### src/rtl/assert_macros.svh
// assertion macros shared by the rtl files
// each macro samples on clk and is disabled while rst_n is low
`ifndef ASSERT_MACROS_SVH
`define ASSERT_MACROS_SVH

// condition must hold at every clock edge
`define ASSERT_ALWAYS(lbl, cond, msg) \
    lbl: assert property (@(posedge clk) disable iff (!rst_n) (cond)) else $error(msg);

// consequent must hold in the same cycle as the antecedent
`define ASSERT_SAME(lbl, ante, cons, msg) \
    lbl: assert property (@(posedge clk) disable iff (!rst_n) (ante) |-> (cons)) \
        else $error(msg);

// consequent must hold in the cycle after the antecedent
`define ASSERT_NEXT(lbl, ante, cons, msg) \
    lbl: assert property (@(posedge clk) disable iff (!rst_n) (ante) |=> (cons)) \
        else $error(msg);

`endif

### src/rtl/ntm_ram.sv
// generic single write port ram with registered read
// no dependencies
`default_nettype none

module ntm_ram #(
    parameter int WIDTH = 48,
    parameter int DEPTH = 64
) (
    input  wire logic                     clk,
    input  wire logic                     we,
    input  wire logic [$clog2(DEPTH)-1:0] waddr,
    input  wire logic [WIDTH-1:0]         wdata,
    input  wire logic [$clog2(DEPTH)-1:0] raddr,
    output logic      [WIDTH-1:0]         rdata
);

    logic [WIDTH-1:0] mem_reg [DEPTH];
    logic [WIDTH-1:0] rdata_reg;

    always_ff @(posedge clk)
    begin
        if (we)
        begin
            mem_reg[waddr] <= wdata;
        end
        rdata_reg <= mem_reg[raddr];
    end

    assign rdata = rdata_reg;

endmodule

`default_nettype wire

### config.mk
export PLATFORM = sky130hd
export DESIGN_NAME = ntm_ram
export DESIGN_NICKNAME = d
export VERILOG_FILES = /design/src/rtl/assert_macros.svh /design/src/rtl/ntm_ram.sv
export SDC_FILE = /design/constraint.sdc
export NUM_CORES = 2
export LEC_CHECK = 0
export ABC_AREA = 0
export BUFFER_PORTS_ARGS = -buffer_cell sky130_fd_sc_hd__buf_2
export CORE_ASPECT_RATIO = 0.9
export CORE_UTILIZATION = 30
export CTS_CLUSTER_SIZE = 40
export DETAILED_ROUTE_END_ITERATION = 6
export GPL_TIMING_DRIVEN = 0
export MAX_ROUTING_LAYER = met4
export PLACE_DENSITY_LB_ADDON = 0.12
export SLEW_MARGIN = 15
export SYNTH_ARGS = -nofsm -noshare
export SYNTH_HDL_FRONTEND = slang
export SYNTH_SLANG_ARGS = --single-unit
### constraint.sdc
create_clock -name clk -period 9.4 [get_ports clk]
set_input_delay 2.82 -clock clk [delete_from_list [all_inputs] [get_ports clk]]
set_output_delay 2.82 -clock clk [all_outputs]
set_load 0.05 [all_outputs]
==> flow_results.xml <==
<?xml version="1.0" encoding="UTF-8"?>
<metrics>
  <group name="run_status">
    <metric name="run_status" unit="">completed</metric>
  </group>
  <group name="power">
    <metric name="p_int" unit="W">0.0234</metric>
    <metric name="netSwitchingFraction" unit="">0.229</metric>
    <metric name="p_switching" unit="W">0.00697</metric>
    <metric name="power_frac_seq" unit="">0.508</metric>
    <metric name="power.share.clock" unit="">0.433</metric>
    <metric name="combPwrFrac" unit="">0.059</metric>
    <metric name="pwr_density_cell" unit="nW/um^2">216</metric>
    <metric name="ir_drop" unit="mV">0.144</metric>
    <metric name="finalPower" unit="W">0.0304</metric>
    <metric name="leakagePower" unit="nW">43.4</metric>
  </group>
  <group name="synthesis">
    <metric name="avgSynthCellArea" unit="sq um">23.6</metric>
    <metric name="synthArstFlopShare" unit="">0</metric>
    <metric name="dominantRegCellSynth" unit="">edfxtp_1</metric>
    <metric name="synthesized_area" unit="sq um">117000</metric>
    <metric name="yosysSeqAreaShare" unit="">0.796</metric>
    <metric name="post_synth_num_cell_types" unit="">36</metric>
    <metric name="yosys_warnings" unit="">0</metric>
    <metric name="post_synth_inst_count" unit="">4970</metric>
    <metric name="mappedNetlistNets" unit="">5032</metric>
    <metric name="synth.ff_latch_count" unit="">3120</metric>
    <metric name="synth-edff-count" unit="">3072</metric>
  </group>
  <group name="die">
    <metric name="num_rows" unit="">217</metric>
    <metric name="floorplan.die.height" unit="um">595</metric>
    <metric name="floorplan.initialDensity" unit="">0.302</metric>
    <metric name="top_level_pins" unit="">110</metric>
    <metric name="die_x" unit="um">661</metric>
    <metric name="design.core.area" unit="sq um">388000</metric>
    <metric name="floorplan.die_area" unit="sq um">393000</metric>
  </group>
  <group name="timing">
    <metric name="finalHoldViolCount" unit="">0</metric>
    <metric name="worst-slew-pin-transition" unit="ns">1.31</metric>
    <metric name="finalCritPeriodShare" unit="">0.715</metric>
    <metric name="rsz0062_at_grt" unit="">no</metric>
    <metric name="setup_violations" unit="">0</metric>
    <metric name="timing.slew.headroom" unit="">0.125</metric>
    <metric name="post-route-min-period" unit="ns">6.72</metric>
    <metric name="worst_hold_slack" unit="ns">1.01</metric>
    <metric name="clock_skew" unit="ns">0.0697</metric>
    <metric name="maxSlewViolCount" unit="">0</metric>
    <metric name="fmax" unit="GHz">0.149</metric>
  </group>
  <group name="layout">
    <metric name="syn_to_final_growth" unit="%">19.9</metric>
    <metric name="post-route-cell-area" unit="sq um">140000</metric>
    <metric name="largest_register_ff_count" unit="">3072</metric>
    <metric name="final_layout_size_suffix_gt1_frac" unit="">0.310</metric>
    <metric name="nets" unit="">5716</metric>
    <metric name="finish.utilization" unit="">0.362</metric>
  </group>
  <group name="worst_hold_path">
    <metric name="min_from" unit="">mem_reg[59][36]</metric>
    <metric name="min-delay-path-class" unit="">flip-flop to flip-flop</metric>
  </group>
  <group name="detailed_routing">
    <metric name="vias" unit="">58200</metric>
    <metric name="drtAntennaViolNets" unit="">0</metric>
    <metric name="vias_per_cell" unit="">5.25</metric>
    <metric name="drc" unit="">0</metric>
    <metric name="detailedRoute.firstIterationViolations" unit="">6761</metric>
    <metric name="drt_wl_total" unit="um">404000</metric>
    <metric name="detail_route.wl_per_cell" unit="um">36.4</metric>
    <metric name="drt-pass1-iter-count" unit="">5</metric>
  </group>
  <group name="placement">
    <metric name="gp_congestion" unit="">0.762</metric>
    <metric name="port_buffers" unit="">101</metric>
    <metric name="dpl-instance-area" unit="sq um">130000</metric>
    <metric name="place.detailed.hpwl" unit="um">276000</metric>
  </group>
  <group name="clock_tree">
    <metric name="cts_repair_resize_count" unit="">0</metric>
    <metric name="cts_sinks" unit="">3120</metric>
    <metric name="clockRootBuffer" unit="">clkbuf_16</metric>
    <metric name="clk_latency" unit="ns">0.98</metric>
    <metric name="number_of_buffers_between_clock_root_and_the_deepest_sink" unit="">4</metric>
    <metric name="post_cts.repair.setup_buffers" unit="">0</metric>
    <metric name="cts-htree-levels" unit="">5</metric>
    <metric name="post_cts_hold_buffer_count" unit="">0</metric>
    <metric name="numCtsBuffers" unit="">347</metric>
    <metric name="clk_pin_slew_worst_paths" unit="ns">0.06</metric>
    <metric name="cts_tree" unit="">done</metric>
  </group>
  <group name="flow_run">
    <metric name="maxCapViolations" unit="">0</metric>
  </group>
  <group name="worst_setup_path">
    <metric name="crit_path_end_kind" unit="">flip-flop</metric>
    <metric name="crit_path_max_fanout" unit="">10</metric>
    <metric name="critical_path.reg2reg.startpoint" unit="">mem_reg[44][40]</metric>
    <metric name="critPathRequiredTime" unit="ns">10.15</metric>
    <metric name="arrival" unit="ns">7.47</metric>
    <metric name="worst_setup_path_start_kind" unit="">input port</metric>
    <metric name="critPathLaunch" unit="">raddr[1]</metric>
    <metric name="class_of_the_most_critical_setup_path" unit="">input port to flip-flop</metric>
  </group>
  <group name="global_routing">
    <metric name="grt_first_pass_wirelength" unit="um">540000</metric>
    <metric name="grt_pass1_vias" unit="">58700</metric>
    <metric name="grt_overflow_total" unit="">0</metric>
    <metric name="grt_usage" unit="">0.209</metric>
    <metric name="grt_antenna_before_repair" unit="">50</metric>
    <metric name="grt_start_max_net_pins" unit="">65</metric>
  </group>
</metrics>
critical path, cell delays in order:
cell	delay, ns
buf_2	0.27
buf_4	0.43
buf_4	0.43
buf_4	0.31
buf_2	0.55
mux2i_1	0.19
a21oi_1	1.03
a21oi_1	0.33
a221oi_1	1.04
cells in the mapped netlist, drive strengths merged (48+ instances only):
cell type	number	area, sq um
edfxtp	3072	92200
mux4	754	17000
buf	183	1120
nor2	132	495
o22ai	122	763
clkbuf	99	373
a221oi	83	727
a21oi	74	370
a22oi	72	541
mux2i	63	631
a22o	57	499
nand2	55	206
dfxtp	48	961
metal layers:
metal / GRT usage / routed length [um]
met5: - / 0
met1: 0.296 / 182000
met3: 0.0291 / 22700
met4: 0.0452 / 9200
met2: 0.323 / 189000
layout make-up:
class	count	area (sq um)
fill	35600	248000
sequential	3120	93200
multi-input combinational	1568	22900
clock buffer	442	9220
tap	5146	6440
timing repair buffer	335	5540
clock inverter	185	1570
buffer	282	1520
antenna	11	27.5
cell usage in the layout, fill, tap and decap left out, types with 59 or more instances in the layout:
cell type	Yosys	layout
clkbuf_16	0	354
buf_12	0	136
o22ai_1	122	122
buf_2	98	157
mux4_2	754	754
clkinv_2	0	59
nor2_1	132	70
mux2i_1	63	63
clkinv_1	0	75
a22oi_1	72	72
buf_4	62	123
buf_16	0	72
nor2_4	0	62
a21oi_1	74	73
a221oi_1	83	80
edfxtp_1	3072	3072
clkbuf_1	98	163
worst paths after layout:
| path | endpoint | slack (ns) | cells after the start |
|---|---|---|---|
| hold reg to reg | rdata[36] | 1.01 | 4 |
| setup reg to reg | rdata[40] | 6.14 | 5 |
| hold / removal | rdata[36] | 1.01 | 4 |
| setup / recovery | rdata[40] | 2.68 | 9 |
metrics by stage:
stage	setup TNS, ns	setup slack (ns)	cells
after floorplan	0	2.30	4970
after global placement	-2710.07	-4.35	10200
after detailed placement	0	1.76	10400
after CTS	0	2.80	11100
after global routing	0	2.81	11100
final	0	2.68	11100
cells by family after synthesis:
kind of cell | synth area share
DFF | 0.796
and+or+nand+nor | 0.00957
buffers and inverters | 0.0128
muxes | 0.152
AOI/OAI and AO/OA | 0.0302
power by group through the flow:
stage / logic, W / registers (W) / clock network [W]
floorplan: 0.000736 / 0.0158 / 0
global placement: 0.00175 / 0.0157 / 0
detailed placement: 0.00181 / 0.0157 / 0
CTS: 0.00182 / 0.0154 / 0.0134
global route: 0.00187 / 0.0154 / 0.0139
finish: 0.00179 / 0.0154 / 0.0132
Power figures use the tool's default switching activity.
