--- src/rtl/assert_macros.svh ---
// assertion macros shared by the rtl files
// each macro samples on clk and is disabled while rst_n is low
`ifndef ASSERT_MACROS_SVH
`define ASSERT_MACROS_SVH

// condition must hold at every clock edge
`define ASSERT_ALWAYS(lbl, cond, msg) \
    lbl: assert property (@(posedge clk) disable iff (!rst_n) (cond)) else $error(msg);

// consequent must hold in the same cycle as the antecedent
`define ASSERT_SAME(lbl, ante, cons, msg) \
    lbl: assert property (@(posedge clk) disable iff (!rst_n) (ante) |-> (cons)) \
        else $error(msg);

// consequent must hold in the cycle after the antecedent
`define ASSERT_NEXT(lbl, ante, cons, msg) \
    lbl: assert property (@(posedge clk) disable iff (!rst_n) (ante) |=> (cons)) \
        else $error(msg);

`endif

--- src/rtl/ntm_pkg.sv ---
// types and constants for the nearest template match block
// no dependencies
`default_nettype none

package ntm_pkg;

    localparam int MAX_POINTS = 64;
    localparam int IDX_W      = $clog2(MAX_POINTS);
    localparam int PORT_IDX_W = 6;
    localparam int VAL_W      = 16;
    localparam int NP_W       = 7;
    localparam int SQ_W       = 2 * VAL_W;
    localparam int DIST_W     = SQ_W + 2;

    localparam logic [NP_W-1:0] NP_RESET = NP_W'(1);

    localparam logic CMD_WRITE = 1'b0;
    localparam logic CMD_QUERY = 1'b1;

    typedef logic [VAL_W-1:0]  val_t;
    typedef logic [IDX_W-1:0]  idx_t;
    typedef logic [DIST_W-1:0] dist_t;

    typedef struct packed {
        val_t a;
        val_t b;
        val_t c;
    } point_t;

    typedef struct packed {
        logic valid;
        logic last;
        idx_t idx;
    } scan_tag_t;

    typedef struct packed {
        scan_tag_t tag;
        dist_t     distance;
    } dist_res_t;

endpackage

`default_nettype wire

--- src/rtl/ntm_dist.sv ---
// pipelined squared euclidean distance unit, one table entry per cycle
// depends on ntm_pkg and assert_macros.svh
`default_nettype none
`include "assert_macros.svh"

module ntm_dist (
    input  wire logic               clk,
    input  wire logic               rst_n,
    input  wire ntm_pkg::scan_tag_t in_tag,
    input  wire ntm_pkg::point_t    query,
    input  wire ntm_pkg::point_t    entry,
    output ntm_pkg::dist_res_t      result
);

    ntm_pkg::scan_tag_t s1_tag_reg, s1_tag_next;
    ntm_pkg::scan_tag_t s2_tag_reg, s2_tag_next;
    ntm_pkg::scan_tag_t s3_tag_reg, s3_tag_next;
    ntm_pkg::point_t    diff_reg, diff_next;
    logic [ntm_pkg::SQ_W-1:0] sq_a_reg, sq_a_next;
    logic [ntm_pkg::SQ_W-1:0] sq_b_reg, sq_b_next;
    logic [ntm_pkg::SQ_W-1:0] sq_c_reg, sq_c_next;
    ntm_pkg::dist_t     dist_reg, dist_next;

    function automatic ntm_pkg::val_t abs_diff(ntm_pkg::val_t x, ntm_pkg::val_t y);
        return (x >= y) ? ntm_pkg::val_t'(x - y) : ntm_pkg::val_t'(y - x);
    endfunction

    always_comb
    begin
        s1_tag_next = in_tag;
        s2_tag_next = s1_tag_reg;
        s3_tag_next = s2_tag_reg;
        diff_next.a = abs_diff(query.a, entry.a);
        diff_next.b = abs_diff(query.b, entry.b);
        diff_next.c = abs_diff(query.c, entry.c);
        sq_a_next   = ntm_pkg::SQ_W'(diff_reg.a) * ntm_pkg::SQ_W'(diff_reg.a);
        sq_b_next   = ntm_pkg::SQ_W'(diff_reg.b) * ntm_pkg::SQ_W'(diff_reg.b);
        sq_c_next   = ntm_pkg::SQ_W'(diff_reg.c) * ntm_pkg::SQ_W'(diff_reg.c);
        dist_next   = ntm_pkg::DIST_W'(sq_a_reg) + ntm_pkg::DIST_W'(sq_b_reg)
                    + ntm_pkg::DIST_W'(sq_c_reg);
    end

    always_ff @(posedge clk or negedge rst_n)
    begin
        if (!rst_n)
        begin
            s1_tag_reg <= '0;
            s2_tag_reg <= '0;
            s3_tag_reg <= '0;
        end
        else
        begin
            s1_tag_reg <= s1_tag_next;
            s2_tag_reg <= s2_tag_next;
            s3_tag_reg <= s3_tag_next;
        end
    end

    always_ff @(posedge clk)
    begin
        diff_reg <= diff_next;
        sq_a_reg <= sq_a_next;
        sq_b_reg <= sq_b_next;
        sq_c_reg <= sq_c_next;
        dist_reg <= dist_next;
    end

    assign result.tag      = s3_tag_reg;
    assign result.distance = dist_reg;

    `ASSERT_SAME(a_dist_latency, result.tag.valid, $past(in_tag.valid, 3),
        "distance result without matching entry three cycles earlier")
    `ASSERT_SAME(a_dist_last_valid, s3_tag_reg.last, s3_tag_reg.valid,
        "last marker on an empty pipeline slot")
    `ASSERT_NEXT(a_dist_idx_flow, s2_tag_reg.valid, s3_tag_reg.idx == $past(s2_tag_reg.idx),
        "entry index lost between pipeline stages")

endmodule

`default_nettype wire

--- config.mk ---
export PLATFORM = sky130hd
export DESIGN_NAME = ntm_dist
export DESIGN_NICKNAME = d
export VERILOG_FILES = /design/src/rtl/ntm_pkg.sv /design/src/rtl/ntm_dist.sv
export VERILOG_INCLUDE_DIRS = /design/src /design/src/rtl
export SDC_FILE = /design/constraint.sdc
export NUM_CORES = 2
export LEC_CHECK = 0
export BUFFER_PORTS_ARGS = -buffer_cell sky130_fd_sc_hd__buf_2
export CORE_ASPECT_RATIO = 0.9
export CORE_MARGIN = 8
export CORE_UTILIZATION = 51
export CTS_CLUSTER_DIAMETER = 80
export DETAILED_ROUTE_END_ITERATION = 6
export PLACE_DENSITY = 0.68
export SYNTH_ARGS = -nofsm -noshare
export SYNTH_HDL_FRONTEND = slang
export SYNTH_SLANG_ARGS = --single-unit
--- constraint.sdc ---
create_clock -name clk -period 7.7 [get_ports clk]
set_clock_uncertainty 0.1 [all_clocks]
set_input_delay 0.385 -clock clk [delete_from_list [all_inputs] [get_ports clk]]
set_output_delay 0.385 -clock clk [all_outputs]
set_load 0.02 [all_outputs]
==> impl_metrics.json <==
{
  "die_area_mm2": 0.07153,
  "drc": 0,
  "fin_setup_tns_ps": 0,
  "diodes": 0,
  "slew_headroom_pct": 28.33,
  "synthCells": 3573,
  "firstDrtPassIters": 7,
  "cts_sinks": 199,
  "finalCritPeriodShare_pct": 91.17,
  "crit_path_start_kind": "flip-flop",
  "rows": 87,
  "dp_cells": 4491,
  "rrSetupSlack_ps": 680,
  "grt_pass1_wl_um": 118400,
  "synthArstFlopShare_pct": 12.06,
  "rsz0062_at_grt": "no",
  "clk_pin_slew_ps": 100,
  "max_cap_violations": 0,
  "status": "completed",
  "placed_cell_area_mm2": 0.03385,
  "cp_max_fo": 19,
  "yosys_warnings": 0,
  "ant_nets": 0,
  "finalHoldViolations": 0,
  "ctsRootBufferMaster": "clkbuf_16",
  "place_congestion": 0.8716,
  "rr_startpoint": "diff_reg[33]",
  "worstPathRequired_ps": 8020,
  "setup_viol": 0,
  "synth_cell_types": 70,
  "path_common_cell": "fa_1",
  "cp_slowest_cell": "o41ai_1",
  "cpPeakStageDelay_ps": 790,
  "crit_end": "sq_a_reg[28]",
  "final_area_mm2": 0.03456,
  "cts_resized": 0,
  "path_cells": "nand2_1 > fa_1 > inv_1 > fa_1 > fa_1 > inv_1 > fa_1 > fa_1 > fa_1 > inv_1 > ha_1 > and3_1 > nand3_1 > o21ai_1 > o41ai_1 > o211ai_1 > and3_1 > o22a_1 > a21o_1 > a21oi_1 > xnor2_1",
  "area_growth_pct": 7.179,
  "port-buffer-count": 147,
  "grt_max_degree": 28,
  "die_w_um": 281.0,
  "coreArea_mm2": 0.06259,
  "endpoint_kind": "flip-flop",
  "syn-cell-area_mm2": 0.03224,
  "antenna_found_initial": 4,
  "synth_edf_count": 0,
  "final_cell_count_no_fill": 4532,
  "crit_arrival_ps": 7340,
  "wl_um": 69620,
  "worstMarginPinSlew_ps": 1075,
  "die_y_um": 254.5,
  "nets": 4733,
  "rr_endpoint": "sq_a_reg[28]",
  "vias": 23220,
  "clock_path_buffers": 2,
  "htreeDepth": 4,
  "yosys_register_bits": 199,
  "cts_setup_buffers": 0,
  "grt_overflow": 0,
  "via_per_inst": 5.123,
  "crit_type": "flip-flop to flip-flop",
  "hpwl_um": 59390,
  "drive_gt1_share_pct": 6.564,
  "grt_pass1_vias": 24580,
  "yosys_most_used_dff": "dfxtp_1",
  "insertion_delay_ps": 500,
  "drv_slew": 0,
  "largest_register_ffs": 48,
  "min_path_type": "primary input to flip-flop",
  "cts_tree": "built",
  "postSynthAreaPerCell_um2": 9.024,
  "period_needed_ps": 7020,
  "wire_per_inst_um": 15.36,
  "grt_usage_pct": 20.28,
  "crit_start": "diff_reg[33]",
  "first_iter_violations": 1450,
  "yosysSeqAreaShare_pct": 12.73,
  "io_pins": 148,
  "initial_core_util_pct": 51.51,
  "reg2reg_depth": 21,
  "cts_made_buffers": 17,
  "cts_hold_buf": 9,
  "max_freq_ghz": 0.1424,
  "post-route-util_pct": 55.21
}
## synthesized netlist by cell type, types with 7 or more instances
master	instances	share of area, %
and4_1	7	0.19
mux2i_1	14	0.43
and3_1	18	0.35
nor3_1	14	0.22
nand3_1	37	0.57
ha_1	429	17
dfxtp_1	175	11
o211ai_1	11	0.26
a31oi_1	18	0.35
inv_1	881	10
a221o_1	12	0.37
clkbuf_1	91	1.1
o21bai_1	15	0.35
a21oi_1	172	2.7
mux2_2	8	0.28
o21ai_0	74	1.1
or2_2	12	0.23
nand2b_1	26	0.50
dfrtp_1	24	1.9
nor2_1	107	1.2
nor2b_1	30	0.58
xnor2_1	123	3.3
fa_1	524	33
o21a_1	19	0.44
a21o_1	117	2.7
and2_1	113	2.2
xor2_1	57	1.5
o21ai_1	18	0.28
a31o_2	11	0.30
nand2_1	310	3.6
nand4_1	18	0.35
a211oi_1	19	0.44
## cells by family after synthesis
group                    Yosys count  synth area share, %
buffers and inverters            978                11.40
adder cells (fa/ha/maj)          953                49.18
AND/OR/NAND/NOR                  707                10.40
AO/OA/AOI/OAI                    533                10.68
flip-flops                       199                12.73
XOR/XNOR                         180                4.889
multiplexers                      22               0.7140
other                              1              0.01163
## cell type report
class / count / area, µm²
fill: 5689 / 28030
multi-input combinational: 2398 / 24480
sequential: 199 / 4104
inverter: 881 / 3307
tap: 845 / 1057
timing repair buffer: 177 / 983.4
clock buffer: 18 / 429.2
clock inverter: 14 / 193.9
## cells in the final DEF, fill, tap and decap left out, drive strengths merged, types with 57 or more instances in the layout
master  instances
xnor2         123
fa            524
inv           887
nand2         310
a21o          117
xor2           57
dfxtp         175
buf           168
nor2          107
ha            429
and2          114
o21ai          92
a21oi         172
## through the flow
| step | setup slack (ps) | hold WS (ps) |
|---|---|---|
| after detailed placement | 822.7 | 234.7 |
| after floorplan | 1293 | -10.59 |
| after global placement | 967.2 | 231.5 |
| after global routing | 337.1 | 106.2 |
| final | 679.6 | 106.3 |
| after CTS | 787.6 | 71.68 |
## worst max-delay path, delay by kind of cell (launching register included)
kind / cells / cell delay [ps]
flip-flops: 1 / 760
XOR/XNOR: 1 / 130
buffers and inverters: 3 / 150
adder cells (fa/ha/maj): 7 / 3440
AO/OA/AOI/OAI: 6 / 1640
AND/OR/NAND/NOR: 4 / 710
## how the worst min path moves through the flow
stage	startpoint	endpoint	slack [ps]	cells past startpoint
final	entry[32]	diff_reg[32]	110	3
after floorplan	rst_n	result[34]	-10	0
after global placement	s1_tag_reg[6]	s2_tag_reg[6]	230	0
after detailed placement	s1_tag_reg[0]	s2_tag_reg[0]	230	0
after CTS	entry[32]	diff_reg[32]	70	3
after global routing	entry[32]	diff_reg[32]	110	3
## routing by layer
layer	up-vias	wire, µm	global-route usage [%]
met4	0	1316	5.305
met1	11420	32080	27.75
met5	-	0	0
li1	11260	-	-
met2	460	32690	33.93
met3	76	3528	2.606
Power is left out: the tool's default activity adds up to more than one toggle a clock period on the data nets, which glitch-free logic cannot reach.
